$ cat src/rtl/lfu_kvc_pkg.sv
// Package for the LFU key-value cache: request and response payloads,
// controller command/status structs and fixed constants.
// No dependencies.
package lfu_kvc_pkg;

  localparam int unsigned KEY_W = 32;
  localparam int unsigned VAL_W = 32;
  localparam int unsigned CNT_W = 31;
  localparam int unsigned CFG_W = 5;

  localparam logic [CNT_W-1:0] COUNT_MAX  = {CNT_W{1'b1}};
  localparam logic [VAL_W-1:0] MISS_VALUE = {VAL_W{1'b1}};
  localparam logic [CFG_W-1:0] MAX_ENTRIES_RST = 5'd16;

  localparam logic OP_GET = 1'b0;
  localparam logic OP_PUT = 1'b1;

  typedef struct packed {
    logic                    opcode;
    logic signed [KEY_W-1:0] lookup_key;
    logic signed [VAL_W-1:0] write_value;
  } req_t;

  typedef struct packed {
    logic                    hit;
    logic signed [VAL_W-1:0] read_value;
    logic                    evicted;
  } rsp_t;

  // Controller to datapath commands
  typedef struct packed {
    logic start;
    logic step;
    logic apply;
  } cmd_t;

  // Datapath to controller status
  typedef struct packed {
    logic cap_zero;
    logic scan_last;
  } sts_t;

endpackage

$ cat src/rtl/lfu_kvc_ctrl.sv
// Controller of the LFU key-value cache: sequences load, scan, update and
// response of one request. Depends on lfu_kvc_pkg.
module lfu_kvc_ctrl (
  input  logic                clk,
  input  logic                rst_n,
  input  logic                in_valid,
  output logic                in_stall,
  output logic                out_valid,
  input  logic                out_stall,
  output lfu_kvc_pkg::cmd_t   cmd,
  input  lfu_kvc_pkg::sts_t   sts
);
  import lfu_kvc_pkg::*;

  typedef enum logic [3:0] {
    ST_IDLE  = 4'b0001,
    ST_SCAN  = 4'b0010,
    ST_APPLY = 4'b0100,
    ST_RESP  = 4'b1000
  } state_t;

  state_t state_r, state_nxt;

  // Next state and commands
  always_comb begin
    state_nxt = state_r;
    cmd       = '0;
    unique case (state_r)
      ST_IDLE: begin
        if (in_valid) begin
          cmd.start = 1'b1;
          state_nxt = sts.cap_zero ? ST_RESP : ST_SCAN;
        end
      end
      ST_SCAN: begin
        cmd.step = 1'b1;
        if (sts.scan_last) state_nxt = ST_APPLY;
      end
      ST_APPLY: begin
        cmd.apply = 1'b1;
        state_nxt = ST_RESP;
      end
      ST_RESP: begin
        if (!out_stall) state_nxt = ST_IDLE;
      end
      default: state_nxt = ST_IDLE;
    endcase
  end

  // Hold state
  always_ff @(posedge clk) begin
    if (!rst_n) state_r <= ST_IDLE;
    else        state_r <= state_nxt;
  end

  assign in_stall  = (state_r != ST_IDLE);
  assign out_valid = (state_r == ST_RESP);

endmodule

$ cat src/rtl/lfu_kvc_dp.sv
// Datapath of the LFU key-value cache: entry storage, sequential scan for
// key match, victim and free slot, and the update step. Depends on lfu_kvc_pkg.
module lfu_kvc_dp #(
  parameter int unsigned CAPACITY = 16
) (
  input  logic                                 clk,
  input  logic                                 rst_n,
  input  logic                                 cfg_wr_en,
  input  logic [lfu_kvc_pkg::CFG_W-1:0]        cfg_wr_data,
  input  lfu_kvc_pkg::req_t                    req,
  input  lfu_kvc_pkg::cmd_t                    cmd,
  output lfu_kvc_pkg::sts_t                    sts,
  output lfu_kvc_pkg::rsp_t                    rsp
);
  import lfu_kvc_pkg::*;

  // max_entries is five bits wide, so no more than 31 slots are ever used
  localparam int unsigned DEPTH = (CAPACITY < 31) ? CAPACITY : 31;
  localparam int unsigned IW    = (DEPTH > 1) ? $clog2(DEPTH) : 1;
  localparam logic [CFG_W-1:0] DEPTH_C = CFG_W'(DEPTH);

  logic [DEPTH-1:0]          valid_r;
  logic [KEY_W-1:0]          key_r   [DEPTH];
  logic [VAL_W-1:0]          data_r  [DEPTH];
  logic [CNT_W-1:0]          count_r [DEPTH];
  logic [IW-1:0]             rank_r  [DEPTH];
  logic [CFG_W-1:0]          occ_r;
  logic [CFG_W-1:0]          max_r;

  req_t                      req_r;
  rsp_t                      rsp_r;
  logic [CFG_W-1:0]          cnt_r;
  logic                      found_r, have_r, free_ok_r;
  logic [IW-1:0]             slot_r, vic_r, free_r;
  logic [VAL_W-1:0]          fdata_r;
  logic [CNT_W-1:0]          vcnt_r;
  logic [IW-1:0]             vrank_r;

  logic [CFG_W-1:0]          cap;
  logic [IW-1:0]             idx;
  logic                      evict;
  logic [IW-1:0]             tgt;
  logic [IW-1:0]             old_rank;

  assign cap      = (max_r < DEPTH_C) ? max_r : DEPTH_C;
  assign idx      = cnt_r[IW-1:0];
  assign evict    = (occ_r >= cap);
  assign tgt      = evict ? vic_r : free_r;
  assign old_rank = rank_r[slot_r];

  assign sts.cap_zero  = (cap == '0);
  assign sts.scan_last = (cnt_r == cap - 1'b1);
  assign rsp           = rsp_r;

  // Capture request, run scan and produce the response
  always_ff @(posedge clk) begin
    if (cmd.start) begin
      req_r          <= req;
      cnt_r          <= '0;
      found_r        <= 1'b0;
      have_r         <= 1'b0;
      free_ok_r      <= 1'b0;
      rsp_r.hit        <= 1'b0;
      rsp_r.read_value <= MISS_VALUE;
      rsp_r.evicted    <= 1'b0;
    end
    if (cmd.step) begin
      cnt_r <= cnt_r + 1'b1;
      if (valid_r[idx]) begin
        if (!found_r && key_r[idx] == req_r.lookup_key) begin
          found_r <= 1'b1;
          slot_r  <= idx;
          fdata_r <= data_r[idx];
        end
        if (!have_r || count_r[idx] < vcnt_r ||
            (count_r[idx] == vcnt_r && rank_r[idx] > vrank_r)) begin
          have_r  <= 1'b1;
          vic_r   <= idx;
          vcnt_r  <= count_r[idx];
          vrank_r <= rank_r[idx];
        end
      end else if (!free_ok_r) begin
        free_ok_r <= 1'b1;
        free_r    <= idx;
      end
    end
    if (cmd.apply) begin
      if (found_r) begin
        rsp_r.hit        <= 1'b1;
        rsp_r.read_value <= (req_r.opcode == OP_PUT) ? req_r.write_value : fdata_r;
      end else if (req_r.opcode == OP_PUT) begin
        rsp_r.read_value <= req_r.write_value;
        rsp_r.evicted    <= evict;
      end
    end
  end

  // Entry store: configuration clear and update step
  always_ff @(posedge clk) begin
    if (!rst_n) begin
      valid_r <= '0;
      occ_r   <= '0;
      max_r   <= MAX_ENTRIES_RST;
    end else if (cfg_wr_en) begin
      valid_r <= '0;
      occ_r   <= '0;
      max_r   <= cfg_wr_data;
    end else if (cmd.apply) begin
      if (found_r) begin
        // touch: younger entries age by one
        for (int i = 0; i < DEPTH; i++) begin
          if (valid_r[i] && IW'(i) != slot_r && rank_r[i] < old_rank)
            rank_r[i] <= rank_r[i] + 1'b1;
        end
        rank_r[slot_r] <= '0;
        if (count_r[slot_r] != COUNT_MAX) count_r[slot_r] <= count_r[slot_r] + 1'b1;
        if (req_r.opcode == OP_PUT) data_r[slot_r] <= req_r.write_value;
      end else if (req_r.opcode == OP_PUT) begin
        // plain insert ages all other entries; evict-and-insert ages only entries younger than the victim
        for (int i = 0; i < DEPTH; i++) begin
          if (valid_r[i] && IW'(i) != tgt && (!evict || rank_r[i] < vrank_r))
            rank_r[i] <= rank_r[i] + 1'b1;
        end
        valid_r[tgt] <= 1'b1;
        key_r[tgt]   <= req_r.lookup_key;
        data_r[tgt]  <= req_r.write_value;
        count_r[tgt] <= CNT_W'(1);
        rank_r[tgt]  <= '0;
        if (!evict) occ_r <= occ_r + 1'b1;
      end
    end
  end

endmodule

$ cat src/rtl/lfu_kvc_top.sv
// LFU key-value cache top level: one request at a time, sequential scan.
// The scan covers min(max_entries, CAPACITY, 31) entries, one entry per cycle over the store;
// at capacity 0 the scan is skipped. A new request is taken only once the controller is
// back in idle after the response has been taken.
// Synchronous active-low reset empties the store and sets max_entries to 16.
// Writing cfg_wr_data empties the store at once.
module lfu_key_value_cache_top #(
  parameter int unsigned CAPACITY = 16
) (
  input  logic                              clk,
  input  logic                              rst_n,
  input  logic                              cfg_wr_en,
  input  logic [lfu_kvc_pkg::CFG_W-1:0]     cfg_wr_data,
  input  logic                              in_valid,
  output logic                              in_stall,
  input  lfu_kvc_pkg::req_t                 in_data,
  output logic                              out_valid,
  input  logic                              out_stall,
  output lfu_kvc_pkg::rsp_t                 out_data
);
  import lfu_kvc_pkg::*;

  cmd_t cmd;
  sts_t sts;

  // Sequencer
  lfu_kvc_ctrl u_ctrl (
    .clk       (clk),
    .rst_n     (rst_n),
    .in_valid  (in_valid),
    .in_stall  (in_stall),
    .out_valid (out_valid),
    .out_stall (out_stall),
    .cmd       (cmd),
    .sts       (sts)
  );

  // Storage and scan
  lfu_kvc_dp #(.CAPACITY(CAPACITY)) u_dp (
    .clk         (clk),
    .rst_n       (rst_n),
    .cfg_wr_en   (cfg_wr_en),
    .cfg_wr_data (cfg_wr_data),
    .req         (in_data),
    .cmd         (cmd),
    .sts         (sts),
    .rsp         (out_data)
  );

  // One request in flight: no acceptance while a response is shown
  a_single_request: assert property (@(posedge clk) disable iff (!rst_n)
    out_valid |-> in_stall)
    else $error("request accepted while response pending");

  // An eviction only ever comes with a miss
  a_evict_miss: assert property (@(posedge clk) disable iff (!rst_n)
    out_valid && out_data.evicted |-> !out_data.hit)
    else $error("eviction reported on a hit");

  // Accepting a request always leaves the ready state next cycle
  a_accept_busy: assert property (@(posedge clk) disable iff (!rst_n)
    in_valid && !in_stall |=> in_stall)
    else $error("controller did not leave idle after accept");

endmodule

$ cat config.mk
export PLATFORM = sky130hd
export DESIGN_NAME = lfu_key_value_cache_top
export DESIGN_NICKNAME = d
export VERILOG_FILES = /design/src/rtl/lfu_kvc_pkg.sv /design/src/rtl/lfu_kvc_ctrl.sv /design/src/rtl/lfu_kvc_dp.sv /design/src/rtl/lfu_kvc_top.sv
export SDC_FILE = /design/constraint.sdc
export NUM_CORES = 2
export LEC_CHECK = 0
export BUFFER_PORTS_ARGS = -buffer_cell sky130_fd_sc_hd__buf_2
export CAP_MARGIN = 40
export CORE_ASPECT_RATIO = 1.25
export CORE_MARGIN = 2
export CORE_UTILIZATION = 50
export DETAILED_ROUTE_END_ITERATION = 8
export GPL_TIMING_DRIVEN = 0
export PLACE_DENSITY = 0.63
export SYNTH_ARGS = -nofsm -noshare
export SYNTH_HDL_FRONTEND = slang
export SYNTH_HIERARCHICAL = 1
export SYNTH_SLANG_ARGS = --single-unit
$ cat constraint.sdc
create_clock -name clk -period 13.5 [get_ports clk]
set_clock_uncertainty 0.2 [all_clocks]
set_input_delay 1.35 -clock clk [delete_from_list [all_inputs] [get_ports clk]]
set_output_delay 1.35 -clock clk [all_outputs]
set_load 0.005 [all_outputs]
After elaboration in Yosys (flattened, before gate mapping)
Memory sizes are Yosys's and may differ from the RTL's. A register that Yosys moved wholly into a read port is not among the register bits.
Cells that the tools add are included.
Word-level totals
  register bits: 184
  RAM bits: 1584
  memories kept: 4
  input bits: 75
Memory list
  u_dp.data_r: words 16, width 32, rd ports 1, clocked after memory_dff 1, wr ports 1, line lfu_kvc_dp.sv:24  | logic [VAL_W-1:0] data_r [DEPTH];
  u_dp.key_r: words 16, width 32, rd ports 1, clocked after memory_dff 1, wr ports 1, line lfu_kvc_dp.sv:23  | logic [KEY_W-1:0] key_r [DEPTH];
  u_dp.count_r: words 16, width 31, rd ports 2, clocked after memory_dff 2, wr ports 1, line lfu_kvc_dp.sv:25  | logic [CNT_W-1:0] count_r [DEPTH];
  u_dp.rank_r: words 16, width 4, rd ports 18, clocked after memory_dff 2, wr ports 17, line lfu_kvc_dp.sv:26  | logic [IW-1:0] rank_r [DEPTH];
Operators by class
  bitwise logic cells: 22
  add/subtract/negate cells: 20
  $lt $le $gt $ge: 39
  mux-type cells: 296
  reductions and logical operators: 102
  eq/ne operators: 42
Operators with widths (count)
  $mux 1: 253
  $lt 4x4->1: 32
  $mux 4: 30
  $mux 32: 3
  $mux 34: 2
  $logic_and 1x1->1: 67
  $add 4x1->4 const B: 16
  $ne 4x4->1 const A: 16
  $mux 33: 1
  $eq 32x32->1: 1
  $ne 3x4->1 const A: 8
  $reduce_or 32->1: 1
  $add 31x1->31 const B: 1
  $eq 31x31->1: 1
  $lt 31x31->1: 1
  $mux 31: 1
  $ne 31x31->1 const B: 1
  $reduce_or 31->1: 1
  $logic_or 1x1->1: 18
  $ne 2x4->1 const A: 4
  $or 1x1->1: 16
  $or 16x16->16: 1
  $pmux 4 s4: 1
  $mux 5: 3
  26 further kinds: 42

Depth between registers and ports, before layout
  depth after elaboration: 15
  depth in mapped cells: 19

Cells and area by module
Netlist, hierarchy kept.
Modules (own cells, without submodules)
  lfu_kvc_dp: cells an instance 4279, times used 1, area an instance 77987.3 µm²
  lfu_kvc_ctrl: cells an instance 29, times used 1, area an instance 290.3 µm²

Least setup slack after synthesis
No wires, ideal clock.
  path type: input-to-reg
  start: input cfg_wr_en
  end: memory u_dp.count_r[12][0], enable pin
  arrival: 5264 ps
  path slack: 7578 ps
  setup time: 458 ps
  data required time: 12842 ps
  stages on the path: 9
  buffers on the path: 4
  cells stage by stage: clkbuf_1 nor2b_1 clkbuf_1 nand4_1 clkbuf_1 o21ai_0 clkbuf_1 nand2_1 nor3_1
Between the ends
  longest elaborated chain between the ends: 5
  elaborated cells on any way between the ends: 9
  those cells by class: mux (8); reduce/logical (1)
RTL lines
  start, declared: line lfu_kvc_top.sv:12  | input logic cfg_wr_en,
  $mux 1: line lfu_kvc_dp.sv:104  | end else if (cfg_wr_en) begin
  $mux 1: line lfu_kvc_dp.sv:100  | if (!rst_n) begin
  $mux 1 (implied by the code): line lfu_kvc_dp.sv:127  | count_r[tgt] <= CNT_W'(1);
  $reduce_or 31->1 (no line)
  $mux 4 (no line) / $mux 1 (equally long branches)
  end, declared: line lfu_kvc_dp.sv:25
Several ways; a longest one is shown, not always the timed one.

==> summary.md <==
| Metric | Value |
|---|---|
| Final hold violations | `0` |
| CORE AREA | `156000 um^2` |
| DRC | `0` |
| I/O pins | `111` |
| Min Tclk post-route | `7.69 ns` |
| Status | `completed` |
| Placed instance count | `6660` |
| Syn avg cell area | `18.2 um^2` |
| MaxCap Viol Count | `0` |
| Die X | `358 um` |
| Sequential power share | `0.507` |
| Area of placed instances | `84500 um^2` |
| Slew Limit Headroom | `0.352` |
| # fillers | `11700` |
| CP startpoint kind | `register` |
| Seq cells post-synth | `1808` |
| WL final | `222 mm` |
| Worst R2R Path Depth | `21` |
| DRT iter0 DRCs | `5501` |
| Cell variety after synth | `83` |
| Internal power | `9.43 mW` |
| CTS tree | `yes` |
| Peak supply drop | `138 uV` |
| Worst hold path class | `reg2reg` |
| Post-detail-place hpwl | `150 mm` |
| I/O Buffers | `109` |
| Final Cycle Share | `0.570` |
| EDFF count, synth | `1669` |
| WHS | `0.264 ns` |
| Synth async-reset ratio | `0` |
| Clock Sinks | `1808` |
| GRT Overall Usage | `0.280` |
| Starting Density | `0.503` |
| Overall power | `12.3 mW` |
| Initial antenna violation count | `1` |
| Syn_nets | `4539` |
| PD cells | `137 nW/um^2` |
| Slowest stage delay, CP | `0.74 ns` |
| Post_cts resized | `0` |
| Setup TNS | `0 ns` |
| Worst Tran Pin Value | `0.969 ns` |
| Total global routing overflow | `0` |
| Routed via count | `44800` |
| Cell Rows | `162` |
| Count of final setup violators | `0` |
| Critical path class | `reg2reg` |
| Max Slew Vio Count | `0` |
| Worst Path Arrival | `8.03 ns` |
| Peak Freq | `130 MHz` |
| Vias in the first global route | `44800` |
| Slowest-stage cell, CP | `o21a_2` |
| Worst Path Required | `13.84 ns` |
| Switching Fraction | `0.236` |
| GPL Wtd Cong | `0.936` |
| Share of layout cells above drive strength 1 | `0.248` |
| Worst-path clk slew | `0.06 ns` |
| Htree depth | `4` |
| Antenna viol nets, final | `0` |
| Clock buffer count from CTS | `176` |
| Clock root buffer master | `clkbuf_16` |
| Register area | `52900 um^2` |
| Worst hold path depth | `1` |
| Die area | `160000 um^2` |
| Worst-Skew Late Latency | `0.84 ns` |
| Finished Cell Area | `90200 um^2` |
| Worst-path maximum fanout | `22` |
| Via density | `6.41` |
| Ys Warns | `6` |
| Hold Buf Count CTS | `0` |
| Postcts setup bufs | `0` |
| TritonRoute pass-1 iters | `6` |
| Finished Layout Cells | `6990` |
| Clock buffer depth | `3` |
| Clock share of power | `0.394` |
| Post-synthesis cell area | `78300 um^2` |
| Power share of the combinational group | `0.099` |
| Switching power | `2.91 mW` |
| Area of the multi-input gates | `24300 um^2` |
| Final nets | `5019` |
| Worst path cell trace | `buf_2 > buf_2 > buf_2 > clkbuf_1 > buf_8 > clkbuf_1 > clkbuf_1 > buf_8 > mux4_2 > mux4_2 > ha_1 > a21oi_1 > nor2b_1 > o21ai_0 > nand2b_1 > a21oi_1 > o21ai_0 > a21oi_1 > o21a_1 > o21a_2 > buf_16` |
| Post-Synthesis Cells | `4308` |
| LEAKAGE | `30.0 nW` |
| Global-route wire length before repair | `317 mm` |
| Syn-to-layout area delta | `15.3%` |
| Ys flop type | `edfxtp_1` |
| Register area share after synthesis | `0.676` |
| WL/cell | `31.7 um` |
| Unrepaired setup endpoints after global routing | `false` |
| Die Y | `446 um` |
| CP Capture Type | `register` |
| Pin count of the biggest net entering global routing | `40` |
-- cell usage in the layout (no fill, tap or decap), types with 29 or more instances in the layout --
cell type     n
a221oi_1     73
edfxtp_1   1669
ha_1        156
buf_2       151
inv_1        57
xor2_1       47
nand3_1      54
a21oi_1     137
nand2_1     152
clkinv_1     44
buf_6        63
a21o_1       29
clkbuf_16   178
nor2b_1      44
o211ai_1     29
buf_12       39
nor2_1      148
nor3_1       32
nand2b_1     33
dfxtp_1     139
xnor2_1      85
a22oi_1      38
o21ai_0     103
buf_1        39
clkbuf_1    154
buf_8        46
buf_4        55
mux4_2      517
o22ai_1      35
mux2i_1     205
-- cell type report --
cell class / count / share of cell area
Antenna cell: 1 / 0.0000277
Buffer: 224 / 0.0127
Clock buffer: 234 / 0.0526
Clock inverter: 95 / 0.0107
Inverter: 62 / 0.00258
Multi-Input combinational cell: 2214 / 0.270
Sequential cell: 1808 / 0.586
Tap cell: 2050 / 0.0284
Timing Repair Buffer: 302 / 0.0372
-- per-layer routing --
layer  wire (um)  track usage  vias to the layer above
li1            -            -                    18700
met1       85300        0.369                    23300
met2      108000        0.458                     2253
met3       16700       0.0464                      557
met4       11400        0.125                        0
met5           0            0                        -
-- kinds of logic (layout without fill, tap and decap cells) --
family                   count (synthesis)  in the layout  share of synthesized area
AO/OA/AOI/OAI                          561            561                     0.0472
XOR/XNOR                               132            132                     0.0148
adder cells (fa/ha/maj)                156            156                     0.0249
buffers and inverters                  286            917                     0.0174
flip-flops                            1808           1808                      0.676
multiplexers                           747            747                      0.181
other                                    0              1                          0
AND/OR/NAND/NOR                        618            618                     0.0392
-- cells in the mapped netlist, types with 38 or more instances --
master,number,area [um^2]
edfxtp_1,1669,50100
mux4_2,517,11600
mux2i_1,205,2050
nor2_1,173,649
ha_1,156,1950
nand2_1,152,571
dfxtp_1,139,2780
a21oi_1,137,686
clkbuf_1,109,409
o21ai_0,103,515
xnor2_1,85,744
a221oi_1,73,639
inv_1,57,214
nand3_1,54,270
nor2b_1,53,332
buf_1,49,184
xor2_1,47,412
nor3_1,40,200
a22oi_1,38,285
-- stage by stage --
step	utilization	worst slack [ns]
3_5_place_dp	0.543	6.05
6_report	0.580	5.81
5_1_grt	0.580	5.73
2_1_floorplan	-	7.58
4_1_cts	0.580	5.98
3_3_place_gp	0.523	1.30
-- state kept, by name (all words and copies together) (netlist names), 5 cells and up, named ones only --
signal,flops
u_dp/vcnt_r,31
u_dp/valid_r,16
u_dp/cnt_r,5
u_dp/rank_r,64
u_dp/fdata_r,32
u_dp/occ_r,5
u_dp/data_r,512
u_dp/req_r,65
u_dp/max_r,5
u_dp/count_r,496
u_dp/rsp,34
u_dp/key_r,512
-- worst max-delay path, delay by kind of cell (launching register included) --
family / cells / cell delay (ns)
adders and majority gates: 1 / 0.33
buffers and inverters: 9 / 3.39
muxes: 2 / 0.83
AOI/OAI and AO/OA: 7 / 2.01
and+or+nand+nor: 2 / 0.14
DFF: 1 / 0.42
-- power groups by stage --
stage	Sequential, mW	Combinational, mW	Clock (mW)
2_1_floorplan	6.34	0.759	0
3_3_place_gp	6.37	1.15	0
3_5_place_dp	6.37	1.22	0
4_1_cts	6.25	1.23	4.94
5_1_grt	6.26	1.28	5.14
6_report	6.25	1.22	4.86
-- path summary, 6_finish.rpt --
kind,slack (ns),startpoint,endpoint
min reg2reg,0.26,u_dp/free_ok_r$_DFF_P_,u_dp/free_ok_r$_DFF_P_
min,0.26,u_dp/free_ok_r$_DFF_P_,u_dp/free_ok_r$_DFF_P_
max reg2reg,5.81,register,u_dp/vcnt_r[30]$_DFFE_PP_
max,5.81,register,u_dp/vcnt_r[30]$_DFFE_PP_
Note: power is estimated with default switching activity, not from simulation.
